## config.mk

```make
export PLATFORM = sky130hd
export DESIGN_NAME = rbsi_merge
export DESIGN_NICKNAME = d
export VERILOG_FILES = /design/src/hw/rtl/rbsi_pkg.sv /design/src/hw/rtl/rbsi_merge.sv
export SDC_FILE = /design/constraint.sdc
export NUM_CORES = 1
export LEC_CHECK = 0
export BUFFER_PORTS_ARGS = -buffer_cell sky130_fd_sc_hd__buf_2
export CAP_MARGIN = 0
export CORE_ASPECT_RATIO = 2
export CORE_MARGIN = 4
export CORE_UTILIZATION = 53
export DETAILED_ROUTE_END_ITERATION = 7
export GPL_ROUTABILITY_DRIVEN = 0
export PLACE_DENSITY = 0.8
export SYNTH_ARGS = -nofsm -noshare
export SYNTH_HDL_FRONTEND = slang
export SYNTH_SLANG_ARGS = --single-unit
```

## constraint.sdc

```tcl
create_clock -name clock -period 4.8 [get_ports clock]
set_clock_uncertainty 0.05 [all_clocks]
set_input_delay 1.2 -clock clock [delete_from_list [all_inputs] [get_ports clock]]
set_output_delay 1.2 -clock clock [all_outputs]
set_load 0.01 [all_outputs]
```

## src/hw/rtl/rbsi_pkg.sv

```systemverilog
// Shared widths, constants and types for the ray versus box slab test.
package rbsi_pkg;

   // Slab numerator (+-half - origin), signed Q18.16.
   localparam int NUM_W   = 34;
   // Ray direction component, signed Q16.16.
   localparam int DEN_W   = 32;
   // Magnitude of a slab numerator.
   localparam int NMAG_W  = 33;
   // Fraction bits appended to the numerator before the divide.
   localparam int FRAC_W  = 16;
   // Quotient magnitude bits, one per divider stage.
   localparam int QMAG_W  = NMAG_W + FRAC_W;
   // Divider remainder width (remainder stays below the divisor magnitude).
   localparam int REM_W   = DEN_W;
   // Signed width of a crossing parameter, with room for the unbounded marks.
   localparam int T_W     = 52;
   // Divider latency: magnitude stage, one stage per quotient bit, sign fix.
   localparam int DIV_LAT = QMAG_W + 2;

   typedef logic signed [T_W-1:0] tparam_type;

   localparam tparam_type T_POS_UNBOUNDED = tparam_type'(64'sd1 <<< 50);
   localparam tparam_type T_NEG_UNBOUNDED = -(tparam_type'(64'sd1 <<< 50));
   localparam tparam_type T_SAT_MAX       = tparam_type'(64'sd2147483647);
   localparam tparam_type T_SAT_MIN       = tparam_type'(-64'sd2147483648);

   // Per-item side information that travels next to the divider pipeline.
   typedef struct packed {
      logic       valid;
      logic [2:0] parallel;
      logic [2:0] dir_neg;
      logic       par_miss;
   } side_type;

endpackage

```

## src/hw/rtl/rbsi_merge.sv

```systemverilog
// Interval merge: folds the three slab intervals into one entry/exit pair and picks the result.
module rbsi_merge
   import rbsi_pkg::*;
(
   input  logic              clock,
   input  logic              reset,
   input  logic              enable,
   input  side_type          side,
   input  tparam_type        q_lo [0:2],
   input  tparam_type        q_hi [0:2],
   output logic              out_valid,
   output logic              out_hit,
   output logic signed [31:0] out_param
);

   tparam_type lo [0:2];
   tparam_type hi [0:2];
   tparam_type enter_xy_in, exit_xy_in;
   tparam_type enter_xy_ff, exit_xy_ff, lo_z_ff, hi_z_ff;
   logic       valid_m1_ff, miss_m1_ff;
   tparam_type enter_in, exit_in;
   tparam_type enter_ff, exit_ff;
   logic       valid_m2_ff, miss_m2_ff;
   logic       miss;
   tparam_type t_sel;
   logic signed [31:0] param_in;
   logic       valid_ff;
   logic       hit_ff;
   logic signed [31:0] param_ff;

   // Per-axis interval; a parallel axis leaves the interval unbounded.
   always_comb begin
      for (int a = 0; a < 3; a++) begin
         if (side.parallel[a]) begin
            lo[a] = T_NEG_UNBOUNDED;
            hi[a] = T_POS_UNBOUNDED;
         end else if (side.dir_neg[a]) begin
            lo[a] = q_hi[a];
            hi[a] = q_lo[a];
         end else begin
            lo[a] = q_lo[a];
            hi[a] = q_hi[a];
         end
      end
      enter_xy_in = (lo[0] > lo[1]) ? lo[0] : lo[1];
      exit_xy_in  = (hi[0] < hi[1]) ? hi[0] : hi[1];
   end

   always_ff @(posedge clock) begin
      if (reset) begin
         valid_m1_ff <= 1'b0;
      end else if (enable) begin
         valid_m1_ff <= side.valid;
      end
   end

   always_ff @(posedge clock) begin
      if (enable) begin
         enter_xy_ff <= enter_xy_in;
         exit_xy_ff  <= exit_xy_in;
         lo_z_ff     <= lo[2];
         hi_z_ff     <= hi[2];
         miss_m1_ff  <= side.par_miss;
      end
   end

   // Fold in the z axis.
   always_comb begin
      enter_in = (enter_xy_ff > lo_z_ff) ? enter_xy_ff : lo_z_ff;
      exit_in  = (exit_xy_ff < hi_z_ff) ? exit_xy_ff : hi_z_ff;
   end

   always_ff @(posedge clock) begin
      if (reset) begin
         valid_m2_ff <= 1'b0;
      end else if (enable) begin
         valid_m2_ff <= valid_m1_ff;
      end
   end

   always_ff @(posedge clock) begin
      if (enable) begin
         enter_ff   <= enter_in;
         exit_ff    <= exit_in;
         miss_m2_ff <= miss_m1_ff;
      end
   end

   // Empty interval or a box behind the origin is a miss; otherwise saturate.
   always_comb begin
      miss  = miss_m2_ff || (enter_ff > exit_ff) || exit_ff[T_W-1];
      t_sel = enter_ff[T_W-1] ? exit_ff : enter_ff;
      if (t_sel > T_SAT_MAX) begin
         param_in = 32'sh7FFFFFFF;
      end else if (t_sel < T_SAT_MIN) begin
         param_in = 32'sh80000000;
      end else begin
         param_in = t_sel[31:0];
      end
      if (miss) begin
         param_in = '0;
      end
   end

   always_ff @(posedge clock) begin
      if (reset) begin
         valid_ff <= 1'b0;
      end else if (enable) begin
         valid_ff <= valid_m2_ff;
      end
   end

   always_ff @(posedge clock) begin
      if (enable) begin
         hit_ff   <= !miss;
         param_ff <= param_in;
      end
   end

   assign out_valid = valid_ff;
   assign out_hit   = hit_ff;
   assign out_param = param_ff;

endmodule

```

==> results of run 1 <==
-- metal layers --
layer  part of all wire [%]  GRT usage (%)  routed length (µm)  vias up
met3                    7.5           4.63                5980      318
met2                     51           54.1               40400     1082
met4                    9.5           23.7                7600        0
met5                      0              0                   0        -
met1                     32           30.5               25600     9723
li1                       -              -                   -     9243
-- flip-flops by register name (all words and copies together) (netlist names) --
register	cells
enter_ff	52
enter_xy_ff	52
exit_ff	52
exit_xy_ff	52
hi_z_ff	52
lo_z_ff	52
miss_m1_ff	1
miss_m2_ff	1
out_hit	1
out_param	32
out_valid	1
valid_m1_ff	1
valid_m2_ff	1
-- per-stage QoR --
stage	cells	area [µm²]	setup slack [ns]	TNS, ns	utilization (%)
3_3_place_gp	3314	28000	-0.162	-5.34	59.9
3_5_place_dp	3314	28000	-0.273	-9.59	59.9
5_1_grt	3374	29200	0.0919	0	62.3
6_report	3374	29200	0.137	0	62.3
4_1_cts	3371	29200	0.263	0	62.3
2_1_floorplan	2359	25100	0.00268	0	-
-- critical path: cells and delay by family --
kind	cells	cell delay (ns)
fa+ha+maj	1	0.31
simple gates	5	0.91
mux	2	0.58
compound gates	2	0.76
buf+inv	4	1.10
-- how the worst max path moves through the flow --
stage / startpoint / slack, ns / end / depth (start not counted)
floorplan: side[2] / 0.003 / enter_xy_ff[42]$_DFFE_PP_ / 16
global placement: side[1] / -0.16 / exit_xy_ff[9]$_DFFE_PP_ / 14
detailed placement: side[1] / -0.27 / exit_xy_ff[5]$_DFFE_PP_ / 14
CTS: side[1] / 0.26 / exit_xy_ff[5]$_DFFE_PP_ / 14
global route: side[1] / 0.09 / exit_xy_ff[5]$_DFFE_PP_ / 14
finish: side[1] / 0.14 / exit_xy_ff[5]$_DFFE_PP_ / 14
-- logic make-up (layout without fill, tap and decap cells) --
family / after synthesis / in the layout / share of synthesized area, %
AOI/OAI and AO/OA: 271 / 271 / 6.85
xor gates and xnor gates: 1 / 1 / 0.0349
adders and majority gates: 259 / 259 / 12.9
DFF: 350 / 350 / 41.8
muxes: 544 / 544 / 22.9
and+or+nand+nor: 558 / 558 / 9.70
buffers and inverters: 376 / 761 / 5.80
other: 0 / 3 / 0
-- cells in the mapped netlist (2+ instances only) --
master     instances  share of area (%)
nor3b_1            2              0.060
o22ai_1            5               0.12
a22oi_1            2              0.060
o31ai_1            4               0.12
a211o_1            8               0.28
o21a_1            11               0.33
a41oi_1            2              0.070
nand4_1           50                1.2
nor3_1            17               0.34
nand3_1           15               0.30
o221ai_1           2              0.070
dfxtp_1            3               0.24
a311oi_1           3               0.10
nor2_1           368                5.5
a21o_1            28               0.84
o21ai_0           41               0.82
ha_1             258                 13
and3_1             2              0.050
a211oi_1          16               0.48
a311o_1            2              0.080
buf_1             28               0.42
clkbuf_1          55               0.82
nor4_1            17               0.42
inv_1            270                4.0
o211ai_1          13               0.39
mux2_1            73                3.3
edfxtp_1         347                 42
a2111oi_0          5               0.17
nand2b_1           2              0.050
a21oi_1          109                2.2
and4_1             6               0.21
and4b_1            2              0.080
or3_1              2              0.050
a221o_1            2              0.080
mux2i_1          309                 12
a221oi_1           8               0.28
buf_4              6               0.18
mux2_2           161                7.2
nand2_1           54               0.81
buf_2             17               0.34
nor2b_1           15               0.37
-- layout make-up --
type | instances | share of cell area (%)
Tap cell | 627 | 2.69
Clock inverter | 18 | 0.819
Antenna cell | 3 | 0.0257
Inverter | 270 | 3.47
Timing Repair Buffer | 434 | 8.88
Clock buffer | 39 | 3.05
Sequential cell | 350 | 35.9
Multi-Input combinational cell | 1633 | 45.1
-- power groups by stage --
stage	clock network [W]	logic (W)	registers (W)
2_1_floorplan	0	0.00190	0.00411
3_3_place_gp	0	0.00278	0.00426
3_5_place_dp	0	0.00291	0.00428
4_1_cts	0.00286	0.00294	0.00422
5_1_grt	0.00297	0.00323	0.00425
6_report	0.00284	0.00298	0.00423
==> out/metrics.yaml, run 1 <==
outcome: "complete, no violations"
wl_per_cell_um: 23.6
clkTransAtPathRegs_ns: 0.06
p_sw_share_pct: 31.8
cts_max_level: 2
maxSlewHeadroom_pct: 32.2
holdWs_ns: 0.388
drive_gt1_share_pct: 23.9
core_um2: 46800
r2r_slack_ns: 0.68
fp.dieH_um: 316
grt_max_degree: 106
cp-end-kind: "register"
final_cell_mix: "nor2_1 (368), buf_2 (349), edfxtp_1 (347)"
cp.required_ns: 5.02
ys_types: 60
worstHoldPathType: "reg -> reg"
maxCapViolCount: 0
synth_edf_count: 347
dieWidth_um: 162
wl_um: 79600
post-route-min-period_ns: 4.66
port_buffers: 356
totalPowerFinal_w: 0.0101
reg2regPathDepth: 9
grt_pass1_vias: 21300
reg2reg_to: "enter_ff[48]$_DFFE_PP_"
drc: 0
pwr_density_cell_nw_per_um2: 345
min_from: "miss_m1_ff$_DFFE_PP_"
worstSkewPairLatency_ns: 0.55
netlist_area_um2: 25100
start_util_pct: 53.6
io_pins: 357
hpwl_um: 63600
cp_max_fo: 17
grt_pass1_wl_um: 117000
critPathKind: "in -> reg"
seq_area_frac_synth_pct: 41.8
async_flop_share_pct: 0
p_sw_w: 0.00319
maxSlewViolCount: 0
fp.dieArea_um2: 51100
grt_overflow: 0
layout.nets: 3304
worst_pin_slew_ns: 1.01
layout_commonest_cell: "nor2_1"
drtPass1Iterations: 6
area_growth_pct: 16.3
grt_use_total_pct: 30.0
routed_via_density: 6.04
postCtsSetupBuffers: 0
setup_viol: 0
fill_cells: 3670
postRouteAntennaNets: 0
ctsResizeCount: 0
root_buffer: "clkbuf_16"
multiInputGateArea_um2: 13200
sequentialPowerShare_pct: 42.1
rows: 112
p_comb_share_pct: 29.7
cts_tree: "done"
ctsHoldBuffers: 0
p_clk_share_pct: 28.2
grt_antenna_before_repair: 3
slowest_delay_ns: 0.60
seqCellArea_um2: 10500
r2r-start: "enter_xy_ff[51]$_DFFE_PP_"
rsz0062_at_grt: "no"
syn_nets: 2940
hold_end: "miss_m2_ff$_DFFE_PP_"
crit_path_cell_trace: "buf_6 > buf_4 > mux2i_1 > nor2_1 > ha_1 > nand4_1 > nor3_1 > buf_4 > nand4_1 > nor3_1 > a21oi_1 > o41ai_4 > buf_4 > mux2_2"
holdPathStages: 0
fmax_ghz: 0.214
clock_path_buffers: 3
vias: 20400
ir_drop_uv: 237
arrival_ns: 4.88
synthFlopType: "edfxtp_1"
period_share_pct: 97.2
crit_path_frequent_cell: "buf_4"
p_leak_nw: 13.5
clock-sinks: 350
cell_internal_pwr_w: 0.00686
cp-start-kind: "primary input"
drtIter0Drc: 1540
cts_buffers: 34
yosys_warnings: 0
crit_slowest_cell: "o41ai_4"
hold_viol_final: 0
post_synth.cell_area_avg_um2: 10.6
synthCells: 2359
ys_ff_latch: 350
Power figures use the tool's default switching activity.
==> run 2, diff against run 1 <==
Settings changed: CORE_UTILIZATION 53 to 55, CTS_BUF_LIST set to sky130_fd_sc_hd__clkbuf_4 sky130_fd_sc_hd__clkbuf_8, PLACE_DENSITY 0.8 to 0.82.
==> run 2 against run 1 <==
- combinational power is essentially flat
- maximum frequency grew 4.6%
- final cell count shrank 0.62%
- global-route usage grew 1.4 points
- largest power group unchanged
- largest cell class unchanged
- critical path depth grew 1
- via count grew 1.5%
- power shrank 0.92%
- clock power shrank 4%
- highest routed layer is now met5
- critical path type unchanged
- sequential share of layout area is essentially flat
==> out/metrics.yaml, run 2 (synthesis results as in run 1) <==
worst_pin_slew_ns: 1.19  # was 1.01 ns
wl_um: 80300  # was 79600 µm
layout_setup_ws_ns: 0.342  # was 0.137 ns
cp.required_ns: 5.12  # was 5.02 ns
io_pins: 357  # unchanged
hold_viol_final: 0  # unchanged
grt_pass1_vias: 21700  # was 21300
layout.nets: 3327  # was 3304
grt_max_degree: 100  # was 106
vias: 20700  # was 20400
ctsHoldBuffers: 0  # unchanged
final_cell_mix: "nor2_1 (368), buf_2 (349), edfxtp_1 (347)"  # unchanged
clock_path_buffers: 3  # unchanged
stdcell_count: 3353  # was 3374
core_um2: 45000  # was 46800 µm²
cts_buffers: 54  # was 34
drc: 0  # unchanged
wl_per_cell_um: 24.0  # was 23.6 µm
rows: 110  # was 112
clkTransAtPathRegs_ns: 0.07  # was 0.06 ns
fp.dieH_um: 310  # was 316 µm
area_growth_pct: 16.3  # about the same
ctsResizeCount: 0  # unchanged
postRouteAntennaNets: 0  # unchanged
drive_gt1_share_pct: 25.1  # was 23.9%
rsz0062_at_grt: "no"  # unchanged
worstSkewPairLatency_ns: 0.65  # was 0.55 ns
cts_tree: "done"  # unchanged
fp.dieArea_um2: 49300  # was 51100 µm²
cts_max_level: 2  # unchanged
cp-start-kind: "primary input"  # unchanged
grt_pass1_wl_um: 120000  # was 117000 µm
maxSlewViolCount: 0  # unchanged
cp-end-kind: "register"  # unchanged
multiInputGateArea_um2: 13200  # unchanged
start_util_pct: 55.7  # was 53.6%
totalPowerFinal_w: 0.00996  # was 0.0101 W
outcome: "complete, no violations"  # unchanged
postCtsSetupBuffers: 0  # unchanged
fill_cells: 3417  # was 3670
maxSlewHeadroom_pct: 20.9  # was 32.2%
place_worst_setup_slack_ns: -0.242  # was -0.273 ns
tns_ns: 0  # unchanged
arrival_ns: 4.78  # was 4.88 ns
cp_max_fo: 44  # was 17
port_buffers: 356  # unchanged
critPathKind: "in -> reg"  # unchanged
setup_viol: 0  # unchanged
seqCellArea_um2: 10500  # unchanged
layout_commonest_cell: "nor2_1"  # unchanged
routed_via_density: 6.16  # was 6.04
p_leak_nw: 13.6  # was 13.5 nW
fmax_ghz: 0.224  # was 0.214 GHz
grt_overflow: 0  # unchanged
ir_drop_uv: 228  # was 237 µV
grt_antenna_before_repair: 3  # unchanged
holdWs_ns: 0.371  # was 0.388 ns
maxCapViolCount: 0  # unchanged
grt_use_total_pct: 31.4  # was 30.0%
hpwl_um: 63600  # about the same
clock-sinks: 350  # unchanged
dieWidth_um: 159  # was 162 µm
post-route-min-period_ns: 4.46  # was 4.66 ns
drtIter0Drc: 1882  # was 1540
root_buffer: "clkbuf_8"  # was clkbuf_16
dp_cells: 3250  # was 3314
drtPass1Iterations: 6  # unchanged
worstHoldPathType: "reg -> reg"  # unchanged
period_share_pct: 92.9  # was 97.2%
pwr_density_cell_nw_per_um2: 342  # was 345 nW/µm²
==> run 2: cell count changes in the layout (fill, tap and decap cells not counted), sizes merged <==
cell | previous run | this run
clkbuf | 39 | 65
clkinv | 7 | 27
buf | 434 | 437
diode | 3 | 1
clkinvlp | 4 | 3
==> run 2: critical path, cell delays in order <==
cell,delay (ns)
buf_6,0.25
buf_4,0.26
mux2i_1,0.28
nor2_1,0.10
ha_1,0.33
a21oi_1,0.18
a2bb2oi_1,0.20
a21oi_1,0.10
o31ai_1,0.45
o211ai_1,0.25
buf_4,0.20
a21oi_1,0.21
o41ai_4,0.14
buf_12,0.22
mux2_1,0.35
==> run 2: path summary, 6_finish.rpt <==
kind | from | end | slack, ns | depth (start not counted)
hold / removal | miss_m1_ff$_DFFE_PP_ | miss_m2_ff$_DFFE_PP_ | 0.37 | 0
setup / recovery | side[1] | exit_xy_ff[25]$_DFFE_PP_ | 0.34 | 15
hold reg to reg | miss_m1_ff$_DFFE_PP_ | miss_m2_ff$_DFFE_PP_ | 0.37 | 0
setup reg to reg | exit_xy_ff[11]$_DFFE_PP_ | exit_ff[24]$_DFFE_PP_ | 0.59 | 12
==> run 2: cell type report <==
class	count	share of cell area, %
inverters	270	3.48
clock buffers	65	2.83
clock inverters	37	1.12
well taps	560	2.40
multi-input cells	1633	45.1
diodes	1	0.00858
repair buffers	437	9.09
flip-flops and latches	350	35.9
==> run 2: stage by stage <==
step                cell area, µm²  utilization (%)
floorplan                    25100                -
global placement             28000             62.2
detailed placement           28000             62.2
CTS                          29200             64.8
global route                 29200             64.8
finish                       29200             64.8
==> run 2: layer usage <==
layer  routed length [µm]  track usage, %
met1                25600            31.1
met2                40500            56.8
met3                 5970            5.45
met4                 8300            27.3
met5                   29               0
==> run 2: where the power goes <==
part	internal (W)	switching [W]	leakage (nW)
sequential	0.00390	0.000325	3.40
combinational	0.00135	0.00166	9.56
clock	0.00143	0.00129	0.608
==> run 3, diff against run 2 <==
==> constraint.sdc (replaced) <==
create_clock -name clock -period 4.8 [get_ports clock]
set_clock_uncertainty 0.05 [all_clocks]
set_input_delay 0.96 -clock clock [delete_from_list [all_inputs] [get_ports clock]]
set_output_delay 0.96 -clock clock [all_outputs]
set_load 0.01 [all_outputs]
==> run 3 against run 2 <==
- design area down 1.4%
- non-clock buffer count shrank 30
- register-to-register slack got worse by 0.36 ns
- core utilization down 0.89 points
- die area stayed put
- routed wire length is 0.55% lower
- final cell count shrank 1.1%
- highest routed layer is now met4
==> out/metrics.yaml, run 3 (synthesis results as in run 1) <==
outcome: "complete, no violations"  # unchanged
pwr_density_cell_nw_per_um2: 337  # was 342 nW/µm²
gr-usage-met2_pct: 57.1  # was 56.8%
wl_um: 79900  # was 80300 µm
clock_path_buffers: 3  # unchanged
cp_max_fo: 37  # was 44
postRouteAntennaNets: 0  # unchanged
routed_via_density: 6.19  # was 6.16
fill_cells: 3477  # was 3417
drtPass1Iterations: 7  # was 6
start_util_pct: 55.7  # unchanged
maxSlewHeadroom_pct: 27.2  # was 20.9%
period_share_pct: 95.2  # was 92.9%
fp.dieArea_um2: 49300  # unchanged
worstHoldPathType: "reg -> reg"  # unchanged
post-route-min-period_ns: 4.57  # was 4.46 ns
critPathKind: "reg -> reg"  # was in -> reg
grt_pass1_wl_um: 119000  # was 120000 µm
final_util_pct: 63.9  # was 64.8%
root_buffer: "clkbuf_8"  # unchanged
final_cell_mix: "nor2_1 (368), buf_2 (349), edfxtp_1 (347)"  # unchanged
layout.nets: 3294  # was 3327
place_worst_setup_slack_ns: 0.0311  # was -0.242 ns
clkTransAtPathRegs_ns: 0.07  # about the same
rsz0062_at_grt: "no"  # unchanged
grt_overflow: 0  # unchanged
maxSlewViolCount: 0  # unchanged
wl_per_cell_um: 24.1  # was 24.0 µm
core_um2: 45000  # unchanged
p_leak_nw: 13.3  # was 13.6 nW
slowest_delay_ns: 0.81  # was 0.45 ns
postCtsSetupBuffers: 0  # unchanged
port_buffers: 356  # unchanged
holdPathStages: 0  # unchanged
crit_path_cell_trace: "ha_1 > a21o_1 > a21o_1 > a221oi_1 > o31ai_1 > buf_4 > a311oi_1 > buf_4 > nor4b_1 > o22a_2 > buf_12 > mux2_1"  # was buf_6 > buf_4 > mux2i_1 > nor2_1 > ha_1 > a21oi_1 > a2bb2oi_1 > a21oi_1 > o31ai_1 > o211ai_1 > buf_4 > a21oi_1 > o41ai_4 > buf_12 > mux2_1
tns_ns: 0  # unchanged
rows: 110  # unchanged
hold_viol_final: 0  # unchanged
layout_setup_ws_ns: 0.232  # was 0.342 ns
cp.required_ns: 5.10  # was 5.12 ns
area_growth_pct: 14.7  # was 16.3%
clock-sinks: 350  # unchanged
fmax_ghz: 0.219  # was 0.224 GHz
setup_viol: 0  # unchanged
ir_drop_uv: 189  # was 228 µV
reg2regPathDepth: 12  # unchanged
drc: 0  # unchanged
grt-busiest-layer: "met2"  # unchanged
arrival_ns: 4.86  # was 4.78 ns
grt_antenna_before_repair: 3  # unchanged
hpwl_um: 63500  # was 63600 µm
cts_buffers: 51  # was 54
cp-start-kind: "register"  # was primary input
drtIter0Drc: 1722  # was 1882
drive_gt1_share_pct: 23.8  # was 25.1%
grt_util_met1_pct: 31.1  # about the same
crit_slowest_cell: "a311oi_1"  # was o31ai_1
vias: 20500  # was 20700
cts_tree: "done"  # unchanged
cp-end-kind: "register"  # unchanged
worst_pin_slew_ns: 1.09  # was 1.19 ns
grt_use_total_pct: 31.3  # was 31.4%
grt_max_degree: 118  # was 100
fp.dieH_um: 310  # unchanged
grt_pass1_vias: 21600  # was 21700
cts_max_level: 2  # unchanged
io_pins: 357  # unchanged
maxCapViolCount: 0  # unchanged
layout_commonest_cell: "nor2_1"  # unchanged
dieWidth_um: 159  # unchanged
ctsHoldBuffers: 0  # unchanged
worstSkewPairLatency_ns: 0.64  # was 0.65 ns
grt_use_met3_pct: 4.71  # was 5.45%
ctsResizeCount: 0  # unchanged
==> run 3: where the power goes <==
| part | switching, W | leakage (nW) | internal (W) |
|---|---|---|---|
| registers | 0.000326 | 3.40 | 0.00390 |
| logic | 0.00164 | 9.40 | 0.00133 |
| clock network | 0.00126 | 0.536 | 0.00124 |
==> run 3: critical path: cells and delay by family (launching register included) <==
family                     cells  cell delay [ns]
muxes                          1             0.36
DFF                            1             0.48
AOI/OAI and AO/OA              6             2.19
buffers and inverters          3             0.70
adders and majority gates      1             0.38
and+or+nand+nor                1             0.08
==> run 3: final cells by class <==
class                           count  area, µm²  share of cell area [%]
Inverter                          270       1010                    3.52
Tap cell                          560        701                    2.44
Sequential cell                   350      10500                    36.4
Clock buffer                       60        769                    2.68
Timing Repair Buffer              407       2390                    8.30
Multi-Input combinational cell   1633      13200                    45.8
Antenna cell                        2       5.00                  0.0174
Clock inverter                     35        244                   0.848
==> run 3: final timing paths <==
kind	from	to	slack, ns
worst max-delay path	exit_xy_ff[13]$_DFFE_PP_	exit_ff[28]$_DFFE_PP_	0.23
worst min-delay path	miss_m1_ff$_DFFE_PP_	miss_m2_ff$_DFFE_PP_	0.40
worst max register to register	exit_xy_ff[13]$_DFFE_PP_	exit_ff[28]$_DFFE_PP_	0.23
worst min register to register	miss_m1_ff$_DFFE_PP_	miss_m2_ff$_DFFE_PP_	0.40
==> run 3: stage by stage <==
stage	power [W]	hold slack, ns	instance area (µm²)	instances
global route	0.0101	0.405	28800	3317
finish	0.00969	0.397	28800	3317
global placement	0.00700	0.388	27700	3220
CTS	0.00964	0.408	28800	3315
floorplan	0.00601	0.350	25100	2359
detailed placement	0.00716	0.381	27700	3220
==> run 3: routing by layer <==
layer  up-vias  part of all wire (%)
met2      1205                    50
met5         -                     0
met4         0                    10
met1      9698                    32
li1       9255                     -
met3       381                   7.2
